### src/rtl/adrt_pkg.sv
// adrt_pkg: shared types, constants and opcodes for the audio dma ring tracker
// no dependencies; used by the channel interfaces and the tracker module
`default_nettype none

package adrt_pkg;

    // ring geometry; slot size is a power of two so slot math is shift and mask
    localparam int RING_SLOTS      = 32;
    localparam int SLOT_FRAMES_LG2 = 9;
    localparam int SLOT_FRAMES     = 1 << SLOT_FRAMES_LG2;

    localparam int IDX_W = $clog2(RING_SLOTS);
    localparam int CNT_W = IDX_W + 1;
    localparam int OFS_W = SLOT_FRAMES_LG2;
    localparam int POS_W = CNT_W + SLOT_FRAMES_LG2 + 1;

    // command opcodes
    localparam logic [2:0] OP_WRITE = 3'd0;
    localparam logic [2:0] OP_QUERY = 3'd1;
    localparam logic [2:0] OP_OPEN  = 3'd2;
    localparam logic [2:0] OP_CLOSE = 3'd3;
    localparam logic [2:0] OP_PLAY  = 3'd4;
    localparam logic [2:0] OP_PAUSE = 3'd5;

    typedef struct packed {
        logic [2:0]  opcode;
        logic [15:0] frame_count;
        logic        dma_halted;
        logic [4:0]  current_index;
        logic [15:0] samples_left;
    } cmd_item_t;

    typedef struct packed {
        logic [15:0] frames_accepted;
        logic [14:0] queued_frames;
        logic        lvi_write;
        logic [4:0]  last_valid_index;
        logic        run_write;
        logic        run_value;
        logic [63:0] total_frames;
    } res_item_t;

endpackage

`default_nettype wire

### src/rtl/adrt_cmd_if.sv
// adrt_cmd_if: valid/ready channel carrying one command beat
// depends on adrt_pkg for the payload type
`default_nettype none

interface adrt_cmd_if import adrt_pkg::*; ();
    logic      valid;
    logic      ready;
    cmd_item_t item;

    modport source (output valid, output item, input ready);
    modport sink   (input valid, input item, output ready);
endinterface

`default_nettype wire

### src/rtl/adrt_res_if.sv
// adrt_res_if: valid/ready channel carrying one result beat
// depends on adrt_pkg for the payload type
`default_nettype none

interface adrt_res_if import adrt_pkg::*; ();
    logic      valid;
    logic      ready;
    res_item_t item;

    modport source (output valid, output item, input ready);
    modport sink   (input valid, input item, output ready);
endinterface

`default_nettype wire

### src/rtl/audio_dma_ring_tracker.sv
// audio_dma_ring_tracker: producer-side accounting for a 32-slot audio dma ring
// depends on adrt_pkg, adrt_cmd_if and adrt_res_if
//
// Each command beat is captured in an input register, evaluated by one pass of
// short logic against the ring state, and lands in the result register, where
// the sink takes it. One beat is taken every cycle as long as the result side
// keeps draining; the result register lets a new command enter while the
// previous result waits. A write beat reclaims played slots, then takes up to
// the free frame space in closed form and publishes completed slots through the
// last valid index. Every command yields exactly one result beat.
`default_nettype none

module audio_dma_ring_tracker import adrt_pkg::*;
(
    input  wire logic    clk,
    input  wire logic    rst_n,
    adrt_cmd_if.sink     cmd,
    adrt_res_if.source   res
);

    // input register
    logic             s1_valid_reg;
    cmd_item_t        s1_item_reg;
    logic             s1_fire;

    // ring state
    logic             ring_open_reg,  ring_open_next;
    logic             running_reg,    running_next;
    logic [IDX_W-1:0] fill_slot_reg,  fill_slot_next;
    logic [OFS_W-1:0] fill_offset_reg, fill_offset_next;
    logic [CNT_W-1:0] in_flight_reg,  in_flight_next;
    logic [IDX_W-1:0] seen_index_reg, seen_index_next;
    logic [63:0]      frames_total_reg, frames_total_next;

    // result register
    logic             out_valid_reg;
    res_item_t        out_item_reg;
    res_item_t        out_item_next;

    // reclaim and write datapath
    logic [IDX_W-1:0] step;
    logic [CNT_W-1:0] step_clamped;
    logic [CNT_W-1:0] flight_rc;
    logic [IDX_W-1:0] seen_rc;
    logic [CNT_W:0]   claimed;
    logic [POS_W-1:0] capacity;
    logic [15:0]      accepted;
    logic [POS_W-1:0] new_pos;
    logic [CNT_W-1:0] done_slots;

    // query datapath
    logic [POS_W-1:0] queued_full;
    logic [14:0]      half_left;
    logic [POS_W-1:0] played;

    assign s1_fire   = s1_valid_reg && (!out_valid_reg || res.ready);
    assign cmd.ready = !s1_valid_reg || s1_fire;
    assign res.valid = out_valid_reg;
    assign res.item  = out_item_reg;

    // reclaim slots the controller has played
    always_comb
    begin
        step = s1_item_reg.current_index - seen_index_reg;
        if ({1'b0, step} > in_flight_reg)
        begin
            step_clamped = in_flight_reg;
        end
        else
        begin
            step_clamped = {1'b0, step};
        end
        if (!running_reg)
        begin
            flight_rc = in_flight_reg;
            seen_rc   = seen_index_reg;
        end
        else if (s1_item_reg.dma_halted)
        begin
            flight_rc = '0;
            seen_rc   = s1_item_reg.current_index;
        end
        else
        begin
            flight_rc = in_flight_reg - step_clamped;
            seen_rc   = s1_item_reg.current_index;
        end
    end

    // free frame space and fill advance after reclaim
    always_comb
    begin
        claimed = {1'b0, flight_rc} + {{CNT_W{1'b0}}, (fill_offset_reg != '0)};
        if (claimed >= (CNT_W+1)'(RING_SLOTS))
        begin
            capacity = '0;
        end
        else
        begin
            capacity = ((POS_W)'(RING_SLOTS) - (POS_W)'(flight_rc)) << SLOT_FRAMES_LG2;
            capacity = capacity - (POS_W)'(fill_offset_reg);
        end
        if ((POS_W)'(s1_item_reg.frame_count) < capacity)
        begin
            accepted = s1_item_reg.frame_count;
        end
        else
        begin
            accepted = capacity[15:0];
        end
        new_pos    = (POS_W)'(fill_offset_reg) + (POS_W)'(accepted);
        done_slots = new_pos[SLOT_FRAMES_LG2 +: CNT_W];
    end

    // queued frames ahead of the playhead
    always_comb
    begin
        queued_full = (POS_W)'(in_flight_reg) << SLOT_FRAMES_LG2;
        half_left   = s1_item_reg.samples_left[15:1];
        if ((POS_W)'(half_left) >= (POS_W)'(SLOT_FRAMES))
        begin
            played = '0;
        end
        else
        begin
            played = (POS_W)'(SLOT_FRAMES) - (POS_W)'(half_left);
        end
    end

    // command decode and next state
    always_comb
    begin
        ring_open_next    = ring_open_reg;
        running_next      = running_reg;
        fill_slot_next    = fill_slot_reg;
        fill_offset_next  = fill_offset_reg;
        in_flight_next    = in_flight_reg;
        seen_index_next   = seen_index_reg;
        frames_total_next = frames_total_reg;
        out_item_next     = '0;

        case (s1_item_reg.opcode)
            OP_WRITE:
            begin
                if (ring_open_reg)
                begin
                    seen_index_next   = seen_rc;
                    in_flight_next    = flight_rc + done_slots;
                    fill_offset_next  = new_pos[OFS_W-1:0];
                    fill_slot_next    = fill_slot_reg + done_slots[IDX_W-1:0];
                    frames_total_next = frames_total_reg + 64'(accepted);
                    out_item_next.frames_accepted = accepted;
                    if (done_slots != '0)
                    begin
                        out_item_next.lvi_write        = 1'b1;
                        out_item_next.last_valid_index =
                            5'(fill_slot_reg + done_slots[IDX_W-1:0] - 1'b1);
                    end
                end
            end
            OP_QUERY:
            begin
                if (ring_open_reg)
                begin
                    if (!running_reg)
                    begin
                        out_item_next.queued_frames = 15'(queued_full);
                    end
                    else if (!s1_item_reg.dma_halted && queued_full > played)
                    begin
                        out_item_next.queued_frames = 15'(queued_full - played);
                    end
                end
            end
            OP_OPEN:
            begin
                ring_open_next    = 1'b1;
                running_next      = 1'b0;
                fill_slot_next    = '0;
                fill_offset_next  = '0;
                in_flight_next    = '0;
                seen_index_next   = '0;
                frames_total_next = '0;
                out_item_next.run_write = 1'b1;
                out_item_next.lvi_write = 1'b1;
            end
            OP_CLOSE:
            begin
                if (ring_open_reg)
                begin
                    ring_open_next = 1'b0;
                    running_next   = 1'b0;
                    in_flight_next = '0;
                    out_item_next.run_write = 1'b1;
                end
            end
            OP_PLAY:
            begin
                if (ring_open_reg && !running_reg)
                begin
                    running_next = 1'b1;
                    out_item_next.run_write = 1'b1;
                    out_item_next.run_value = 1'b1;
                end
            end
            OP_PAUSE:
            begin
                if (ring_open_reg && running_reg)
                begin
                    running_next = 1'b0;
                    out_item_next.run_write = 1'b1;
                end
            end
            default:
            begin
                out_item_next = '0;
            end
        endcase

        out_item_next.total_frames = frames_total_next;
    end

    // input beat register
    always_ff @(posedge clk or negedge rst_n)
    begin
        if (!rst_n)
        begin
            s1_valid_reg <= 1'b0;
        end
        else if (cmd.ready)
        begin
            s1_valid_reg <= cmd.valid;
        end
    end

    always_ff @(posedge clk)
    begin
        if (cmd.valid && cmd.ready)
        begin
            s1_item_reg <= cmd.item;
        end
    end

    // ring state update
    always_ff @(posedge clk or negedge rst_n)
    begin
        if (!rst_n)
        begin
            ring_open_reg    <= 1'b0;
            running_reg      <= 1'b0;
            fill_slot_reg    <= '0;
            fill_offset_reg  <= '0;
            in_flight_reg    <= '0;
            seen_index_reg   <= '0;
            frames_total_reg <= '0;
        end
        else if (s1_fire)
        begin
            ring_open_reg    <= ring_open_next;
            running_reg      <= running_next;
            fill_slot_reg    <= fill_slot_next;
            fill_offset_reg  <= fill_offset_next;
            in_flight_reg    <= in_flight_next;
            seen_index_reg   <= seen_index_next;
            frames_total_reg <= frames_total_next;
        end
    end

    // result beat register
    always_ff @(posedge clk or negedge rst_n)
    begin
        if (!rst_n)
        begin
            out_valid_reg <= 1'b0;
        end
        else if (s1_fire)
        begin
            out_valid_reg <= 1'b1;
        end
        else if (res.ready)
        begin
            out_valid_reg <= 1'b0;
        end
    end

    always_ff @(posedge clk)
    begin
        if (s1_fire)
        begin
            out_item_reg <= out_item_next;
        end
    end

    // occupancy never exceeds the ring
    assert property (@(posedge clk) disable iff (!rst_n)
        ({1'b0, in_flight_reg} + {{CNT_W{1'b0}}, (fill_offset_reg != '0)})
            <= (CNT_W+1)'(RING_SLOTS))
        else $error("ring occupancy beyond ring size");

    // the run state only exists on an open ring
    assert property (@(posedge clk) disable iff (!rst_n)
        !ring_open_reg |-> !running_reg)
        else $error("running while ring closed");

    // a delivered beat reports the live running total
    assert property (@(posedge clk) disable iff (!rst_n)
        res.valid && res.ready |-> res.item.total_frames == frames_total_reg)
        else $error("result total out of step with state");

    // a held command is not dropped
    assert property (@(posedge clk) disable iff (!rst_n)
        s1_valid_reg && !s1_fire |=> s1_valid_reg && $stable(s1_item_reg))
        else $error("pending command lost");

endmodule

`default_nettype wire
### src/flat_wrapper.sv
// flat-port wrapper written by rule: the top's interface ports become plain ports
module audio_dma_ring_tracker_flat import adrt_pkg::*;
  (clk, rst_n, cmd_valid, cmd_item, cmd_ready, res_valid, res_item, res_ready);
  adrt_cmd_if cmd_i ();
  adrt_res_if res_i ();
  input  wire logic clk;
  input  wire logic rst_n;
  input wire logic [$bits(cmd_i.valid)-1:0] cmd_valid;
  input wire logic [$bits(cmd_i.item)-1:0] cmd_item;
  output wire logic [$bits(cmd_i.ready)-1:0] cmd_ready;
  output wire logic [$bits(res_i.valid)-1:0] res_valid;
  output wire logic [$bits(res_i.item)-1:0] res_item;
  input wire logic [$bits(res_i.ready)-1:0] res_ready;
  assign cmd_i.valid = cmd_valid;
  assign cmd_i.item = cmd_item;
  assign cmd_ready = cmd_i.ready;
  assign res_valid = res_i.valid;
  assign res_item = res_i.item;
  assign res_i.ready = res_ready;
  audio_dma_ring_tracker u_core (.clk(clk), .rst_n(rst_n), .cmd(cmd_i), .res(res_i));
endmodule
### config.mk
export PLATFORM = sky130hd
export DESIGN_NAME = audio_dma_ring_tracker_flat
export DESIGN_NICKNAME = d
export VERILOG_FILES = /design/src/rtl/adrt_pkg.sv /design/src/rtl/adrt_cmd_if.sv /design/src/rtl/adrt_res_if.sv /design/src/rtl/audio_dma_ring_tracker.sv /design/src/flat_wrapper.sv
export SDC_FILE = /design/constraint.sdc
export NUM_CORES = 1
export LEC_CHECK = 0
export ABC_CLOCK_PERIOD_IN_PS = 23000
export BUFFER_PORTS_ARGS = -buffer_cell sky130_fd_sc_hd__buf_4
export CAP_MARGIN = 20
export CORE_MARGIN = 5
export CORE_UTILIZATION = 55
export CTS_BUF_LIST = sky130_fd_sc_hd__clkbuf_4
export DETAILED_ROUTE_END_ITERATION = 10
export PLACE_DENSITY = 0.72
export SETUP_SLACK_MARGIN = 0.4
export SLEW_MARGIN = 20
export SYNTH_ARGS = -nofsm -noshare
export SYNTH_HDL_FRONTEND = slang
export SYNTH_SLANG_ARGS = --single-unit
### constraint.sdc
create_clock -name clk -period 23 [get_ports clk]
set_clock_uncertainty 0.1 [all_clocks]
set_input_delay 3.45 -clock clk [delete_from_list [all_inputs] [get_ports clk]]
set_output_delay 3.45 -clock clk [all_outputs]
set_load 0.05 [all_outputs]
**After elaboration in Yosys (flattened, before gate mapping)**

Index checks and enable logic that the tools add are counted.

- Bits in registers: 237
- Input port bits: 45
- Output and inout port bits: 105
- Logic and storage cells: 111

- $add $sub $neg: 12
- Magnitude comparators: 5
- Equality and inequality tests: 10
- Mux-type cells: 34
- Reduce and logical (&&, ||, !) cells: 28

Operators with widths:

| operator | number |
|---|---|
| $pmux W64 S2 | 1 |
| $add A64 B16 Y64 | 1 |
| $mux W64 | 1 |
| $mux W16 | 3 |
| $mux W6 | 7 |
| $mux W15 | 2 |
| $pmux W5 S2 | 2 |
| $pmux W6 S3 | 1 |
| $pmux W9 S2 | 1 |
| $gt A15 B16 Y1 | 1 |
| $lt A16 B16 Y1 | 1 |
| $sub A10 B15 Y16 const A | 1 |
| $sub A16 B9 Y16 | 1 |
| $add A9 B15 Y15 | 1 |
| $ge A15 B10 Y1 const B | 1 |
| $mux W5 | 3 |
| $sub A15 B15 Y15 | 1 |
| $reduce_and A4 Y1 | 3 |
| $ne A2 B1 Y1 const B | 5 |
| $mux W9 | 1 |
| $reduce_bool A9 Y1 | 1 |
| $pmux W1 S4 | 2 |
| $add A6 B1 Y7 | 1 |
| $ge A7 B6 Y1 const B | 1 |
| other kinds (24) | 46 |

**Logic depth before layout (Yosys ltp)**

Gate-level depths: netlist of the first run.

- Word-level depth: 17
- Mapped depth: 53
- Gate-level depth less buffers: 52

**Worst setup path before layout of the first run**

OpenSTA, ideal clock, no wires.

- Path kind: reg-to-reg
- From: register u_core.s1_item_reg[16] (netlist bit)
- To: register u_core.out_item_reg (netlist bit u_core.res.item[70]) (data pin)
- Library setup time: 269 ps
- Arrival: 9,604 ps
- Required time: 22,631 ps
- Slack: 13,027 ps
- Stages on the path, launching flop included: 51
- Period minus slack after synthesis: 9,973 ps
- Cell sequence: edfxtp_1 > inv_1 > ha_1 > inv_1 > fa_1 > a21o_1 > a21oi_1 > xnor2_1 > ha_1 > nand4b_1 > o21ai_1 > nor2_1 > a21oi_1 > ha_1 > nor3b_1 > nor2_1 > inv_1 > ha_1 > [... 15 more ...] > clkbuf_1 > a21o_1 > ha_1 > inv_1 > fa_1 > nor2b_1 > o21ai_0 > a21boi_0 > o21ai_0 > or2_2 > nor2_2 > xnor2_1 > mux2i_1 > ha_1 > xnor2_1 > nor2_1 > xnor3_1 > nor2_1

- Word-level cells in the longest chain between the ends: 14
- Elaborated cells between the ends (all ways): 18

Ends and longest elaborated chain:

| what | RTL line | text |
|---|---|---|
| start, declared | audio_dma_ring_tracker.sv:23 | `cmd_item_t s1_item_reg;` |
| start signal, assigned | audio_dma_ring_tracker.sv:240 | `s1_item_reg <= cmd.item;` |
| $sub A5 B5 Y5 (*) | audio_dma_ring_tracker.sv:64 | `step = s1_item_reg.current_index - seen_index_reg;` |
| $gt A5 B6 Y1 | audio_dma_ring_tracker.sv:65 | `if ({1'b0, step} > in_flight_reg)` |
| $mux W6 (*) | audio_dma_ring_tracker.sv:65 |  |
| $sub A6 B6 Y6 (*) | audio_dma_ring_tracker.sv:85 | `flight_rc = in_flight_reg - step_clamped;` |
| $mux W6 (*) | audio_dma_ring_tracker.sv:78 | `else if (s1_item_reg.dma_halted)` |
| $mux W6 (*) | audio_dma_ring_tracker.sv:73 | `if (!running_reg)` |
| $sub A6 B6 Y7 or $add A6 B1 Y7 (tied branches) | audio_dma_ring_tracker.sv:100, audio_dma_ring_tracker.sv:93 |  |
| $sub A16 B9 Y16 or $ge A7 B6 Y1 (tied branches) | audio_dma_ring_tracker.sv:101, audio_dma_ring_tracker.sv:94 |  |
| $mux W16 (*) | audio_dma_ring_tracker.sv:94 | `if (claimed >= (CNT_W+1)'(RING_SLOTS))` |
| $lt A16 B16 Y1 | audio_dma_ring_tracker.sv:103 | `if ((POS_W)'(s1_item_reg.frame_count) < capacity)` |
| $mux W16 (*) | audio_dma_ring_tracker.sv:103 |  |
| named net u_core.accepted[0] | audio_dma_ring_tracker.sv:47 | `logic [15:0] accepted;` |
| $add A9 B15 Y15 (*) | audio_dma_ring_tracker.sv:111 | `new_pos = (POS_W)'(fill_offset_reg) + (POS_W)'(accepted);` |
| $add A5 B5 Y5 or $reduce_bool A6 Y1 (tied branches) | audio_dma_ring_tracker.sv:157, audio_dma_ring_tracker.sv:153 |  |
| $sub A5 B1 Y5 or $reduce_and A3 Y1 (tied branches) | - |  |
| end signal, assigned | audio_dma_ring_tracker.sv:290 | `out_item_reg <= out_item_next;` |
| end, declared | audio_dma_ring_tracker.sv:37 | `res_item_t out_item_reg;` |

The timed path passes the listed nets; every way through them passes the cells marked *.
A chain may end at the register's enable or synchronous reset.

**Worst setup path in the final report of the first run**

Ends and elaborated chain as after synthesis.

==> metrics, run 1 <==
Num CTS Buffers 60; final hold violation count 0; max_cap viols 0; worst-skew pair later-pin latency 0.74 ns; wire per inst 17.1 um; clock tree buffer depth 3; cell count after synthesis 1433; Crit Path Max Fanout 26; Vias 11400; CP max-delay cell a2111oi_4; Setup Total Neg Slack 0 ns; Yosys warning total 0; post-synthesis sequential area ratio 46.9%; Layout area overhead 16.1%; # clock sinks 236; row cnt 58; top_reg_cell synth edfxtp_1; Hold Path Class reg2reg; Fillers 2053; global-route wire length before repair 55400 um; CTS tree built; top post-synthesis cells by count 169 x nand2_1, 143 x edfxtp_1, 129 x nor2_1; Critical path origin u_core.s1_item_reg[16]; cell with the most instances after synthesis nand2_1; nets@finish 1733; vias in the first global route 11200; post-route DRC violation count 0; hpwl dp 23900 um; min-delay src u_core.s1_valid_reg; ratio of cells with drive above 1 in the final layout 18.0%; Setup CP Type reg2reg; Tmin final 12.28 ns; Resized cells post-CTS 0; Worst-path clk slew 0.07 ns; Setup Fix Bufs, Post-CTS 0; asr flop ratio synth 39.4%; slew margin rel. 31.8%; fin crit share 53.4%; chip width 170 um; crit start category register; dominant cell type by area after synthesis edfxtp_1; largest net degree at the start of global routing 91; EDFF count, synth 143; mapped cell area 14100 um^2; IO buf count 148; # setup viols final 0; Fmax 81.5 MHz; crit path DAT 12.72 ns; antenna violations before repair 1; Critical Path RT 23.45 ns; critical path's most frequent cell ha_1; ANT nets after route 0; run status complete, no violations; slew at the pin closest to its max-slew limit 1.02 ns; max reg flops 103; post-synth top area share 30.4%; Core Area 25300 um^2; H-tree depth 2; unrepaired setup endpoints after global routing false; number of distinct library cells after synthesis 82; Ports 150; die height 170 um; CP Capture Type register; post-cts hold buffer count 0; die footprint 28900 um^2; Via density 5.72; crit-path max cell delay 0.56 ns; Critical R2R Launch u_core.s1_item_reg[16]; Synth Area per Inst 9.84 um^2; root buffer cell clkbuf_4; final slew viol count 0; Initial DRT Pass Iterations 7; total gr overflow 0; DR iter-0 viols 919; gpl congestion 0.901; Seq cells post-synth 236; GRT Overall Usage 23.3%; top cells by area, synth edfxtp_1 30%, dfrtp_1 16%, ha_1 6.9%, nand2_1 4.5%, o21ai_0 4.0%; final wirelength 34100 um; initial cell density of the core 55.9%
## per-stage QoR
stage          hold slack [ns]  setup slack, ns  util (%)  instance area, um^2  std cells
2_1_floorplan            0.350            13.03         -                14100       1437
3_3_place_gp             0.363            11.21      61.4                15500       1870
3_5_place_dp             0.372            10.95      61.5                15500       1871
4_1_cts                  0.360            10.87      64.7                16300       1985
5_1_grt                  0.397             9.74      64.9                16400       1988
6_report                 0.364            10.72      64.9                16400       1988
## path summary, 6_finish.rpt
| check | cells after the start | slack [ns] | to |
|---|---|---|---|
| min | 1 | 0.36 | u_core.res.valid |
| max | 49 | 10.72 | u_core.res.item[70] |
| max in group asynchronous | 2 | 18.99 | u_core.in_flight_reg[1] |
| min in group asynchronous | 1 | 2.64 | u_core.frames_total_reg[57] |
| max reg2reg | 49 | 10.72 | u_core.res.item[70] |
| min reg2reg | 1 | 0.36 | u_core.res.valid |
## per-layer routing
metal	share of wire, %	GRT usage (%)
met2	47	37.8
met4	2.7	8.44
met5	0	0
met3	6.4	3.58
met1	44	32.0
## final cells by class
cell class	count	area [um^2]	share of cell area, %
multi-input combinational	1081	7050	43.0
sequential	236	6620	40.4
timing repair buffer	160	1220	7.44
clock buffer	103	773	4.72
tap	330	413	2.52
inverter	65	246	1.50
clock inverter	11	55.1	0.336
antenna	2	5.00	0.0306
## logic make-up after synthesis
group	synth area share (%)
muxes	0.772
xor gates and xnor gates	7.49
other	0.0266
AOI/OAI and AO/OA	16.6
adders and majority gates	7.77
buffers and inverters	3.26
DFF	46.9
and+or+nand+nor	17.2
## critical path, delay by kind of cell, from the launching register on
| kind | cells | cell delay (ns) |
|---|---|---|
| fa+ha+maj | 9 | 2.61 |
| flops | 1 | 0.37 |
| xor+xnor | 4 | 0.89 |
| simple gates | 13 | 2.60 |
| compound gates | 15 | 4.16 |
| mux | 1 | 0.36 |
| buf+inv | 7 | 1.05 |
## cell usage in the layout, fill, tap and decap left out, drive strengths merged, types with 36 or more instances in the layout
cell type  count
nand2        169
o21ai        115
o31ai         37
inv           66
dfrtp         93
edfxtp       143
xnor2         57
buf          160
a21o          36
nor2         130
ha            78
clkbuf       103
nand3         40
a21oi         73
xor2          61
Power of run 1 is not shown: default switching activity piles up to over one toggle a cycle in this logic, so the estimate is an artifact.
==> run 2: changes to the inputs <==
--- a/config.mk
+++ b/config.mk
@@ -5,14 +5,14 @@
 export SDC_FILE = /design/constraint.sdc
 export NUM_CORES = 1
 export LEC_CHECK = 0
-export ABC_CLOCK_PERIOD_IN_PS = 23000
+export ABC_CLOCK_PERIOD_IN_PS = 11190
 export BUFFER_PORTS_ARGS = -buffer_cell sky130_fd_sc_hd__buf_4
 export CAP_MARGIN = 20
 export CORE_MARGIN = 5
 export CORE_UTILIZATION = 55
 export CTS_BUF_LIST = sky130_fd_sc_hd__clkbuf_4
 export DETAILED_ROUTE_END_ITERATION = 10
-export PLACE_DENSITY = 0.72
+export PLACE_DENSITY = 0.75
 export SETUP_SLACK_MARGIN = 0.4
 export SLEW_MARGIN = 20
 export SYNTH_ARGS = -nofsm -noshare
==> constraint.sdc (replaced) <==
create_clock -name clk -period 11.19 [get_ports clk]
set_clock_uncertainty 0.1 [all_clocks]
set_input_delay 1.6785 -clock clk [delete_from_list [all_inputs] [get_ports clk]]
set_output_delay 1.6785 -clock clk [all_outputs]
set_load 0.05 [all_outputs]
==> run 2 against run 1 <==
Net effect:
- final cell count rose by 3.5%
- register-to-register slack worse by 9.7 ns
- global-route usage rose by 0.38 points
- die area is the same
- maximum frequency up 20%
- core utilization grew 2.5 points
- hold slack improved by 0.021 ns
- highest routed layer unchanged
==> metrics, run 2 (synthesized netlist as in run 1, its figures left out) <==
run status complete, no violations; Ports 150 (unchanged); slew at the pin closest to its max-slew limit 1.03 ns (+0.0124 ns); reg2reg path depth 50 (+2.0%); GRT Overall Usage 23.7% (+0.38 points); crit start category register; Critical Path RT 11.62 ns (-11.83 ns); pre-CTS setup slack 0.543 ns (-10.41 ns); most frequent cells in the layout 234 x buf_4, 169 x nand2_1, 143 x edfxtp_1; DR iter-0 viols 810 (-12%); Vias 11700 (+2.5%); nets@finish 1806 (+4.2%); Initial DRT Pass Iterations 6 (-1); WHS Path Cells 2 (+1); min-delay src u_core.seen_index_reg[1]; crit-path max cell delay 0.56 ns (about the same); # clock sinks 236 (unchanged); antenna violations before repair 1 (unchanged); root buffer cell clkbuf_4; Worst-path clk slew 0.07 ns (about the same); most common cell after layout, fill and taps aside buf_4; row cnt 58 (unchanged); Setup Total Neg Slack 0 ns (unchanged); wire per inst 16.9 um (-1.4%); reg2reg end u_core.res.item[70]; Crit Path Max Fanout 4 (-85%); Core Area 25300 um^2 (unchanged); fin crit share 91.1% (+38 points); crit path DAT 10.63 ns (-2.09 ns); worst setup margin 0.994 ns (-9.73 ns); Num CTS Buffers 57 (-5.0%); initial cell density of the core 55.9% (unchanged); gpl congestion 0.960 (+6.6%); worst-skew pair later-pin latency 0.70 ns (-0.04 ns); Fmax 98.1 MHz (+20%); Fillers 2066 (+0.63%); # setup viols final 0 (unchanged); global-route wire length before repair 56400 um (+1.8%); Layout area overhead 20.6%; CP Capture Type register; ratio of cells with drive above 1 in the final layout 21.9% (+3.9 points); final hold violation count 0 (unchanged); unrepaired setup endpoints after global routing false; CP max-delay cell fa_1; final wirelength 34800 um (+2.0%); ANT nets after route 0 (unchanged); critical path's most frequent cell ha_1; setup slack, reg-to-reg 0.99 ns (-9.73 ns); vias in the first global route 11600 (+3.9%); die height 170 um (unchanged); Setup CP Type reg2reg; CTS tree built; die footprint 28900 um^2 (unchanged); total gr overflow 0 (unchanged); chip width 170 um (unchanged); footprint of the multi-input gates 7180 um^2 (+1.8%); max_cap viols 0 (unchanged); clock tree buffer depth 3 (unchanged); Critical R2R Launch u_core.s1_item_reg[16]; post-cts hold buffer count 0 (unchanged); IO buf count 148 (unchanged); final slew viol count 0 (unchanged); max reg flops 103 (unchanged); Hold Path Class reg2reg; WHS Endpoint u_core.seen_index_reg[1]; Via density 5.67 (-0.96%); H-tree depth 2 (unchanged); hpwl dp 24600 um (+2.9%); post-route DRC violation count 0 (unchanged); slew margin rel. 31.0% (-0.83 points); Storage cell area 6620 um^2 (unchanged); Tmin final 10.20 ns (-2.08 ns); largest net degree at the start of global routing 71 (-22%)
[run 2: cell count changes in the layout (fill, tap and decap cells not counted), sizes merged]
cell    before  now
buf        160  235
bufinv       0    2
clkbuf     103   76
clkinv      10   29
o21ai      115  116
[run 2: cell type report]
type | instances | share of cell area, %
Tap cell | 330 | 2.43
Clock buffer | 76 | 3.35
Timing Repair Buffer | 235 | 10.4
Multi-Input combinational cell | 1082 | 42.2
Inverter | 65 | 1.45
Sequential cell | 236 | 38.9
Clock inverter | 32 | 1.16
Antenna cell | 2 | 0.0294
[run 2: what timing repair did]
| item | 4_1_cts | 5_1_grt |
|---|---|---|
| gates resized for setup | 0 | 31 |
| buffers inserted | 0 | 7 |
| setup endpoints to repair | 0 | 76 |
[run 2: layer usage]
metal	routed length (um)	global-route usage (%)	part of all wire, %	vias to the layer above
met5	0	0	0	-
met2	16400	38.8	47	350
met1	15500	32.1	44	5556
met3	2100	4.37	6.1	59
li1	-	-	-	5701
met4	797	7.71	2.3	0
[run 2: worst max-delay path: cells and delay by family, from the launching register on]
| kind | cells | cell delay [ns] |
|---|---|---|
| simple gates | 11 | 1.49 |
| compound gates | 15 | 2.82 |
| mux | 2 | 0.48 |
| fa+ha+maj | 11 | 3.55 |
| buf+inv | 8 | 0.69 |
| flops | 1 | 0.36 |
| xor+xnor | 3 | 0.58 |
[run 2: stage by stage]
| stage | util (%) | cells | area, um^2 | hold slack (ns) |
|---|---|---|---|---|
| 2_1_floorplan | - | 1437 | 14100 | 0.350 |
| 3_3_place_gp | 63.6 | 1940 | 16100 | 0.362 |
| 3_5_place_dp | 63.6 | 1940 | 16100 | 0.375 |
| 4_1_cts | 66.6 | 2048 | 16800 | 0.391 |
| 5_1_grt | 67.3 | 2057 | 17000 | 0.411 |
| 6_report | 67.3 | 2058 | 17000 | 0.384 |
[run 2: worst max path at each step]
stage | from | end | slack [ns]
finish | u_core.s1_item_reg[16] | u_core.res.item[70] | 0.99
detailed placement | u_core.s1_item_reg[16] | u_core.res.item[70] | 0.54
floorplan | u_core.s1_item_reg[16] | u_core.res.item[70] | 1.22
CTS | u_core.s1_item_reg[16] | u_core.res.item[70] | 0.45
global placement | u_core.s1_item_reg[16] | u_core.res.item[70] | 0.71
global route | u_core.s1_item_reg[16] | u_core.res.item[70] | 0.35
Power of run 2 is left out for the same reason.
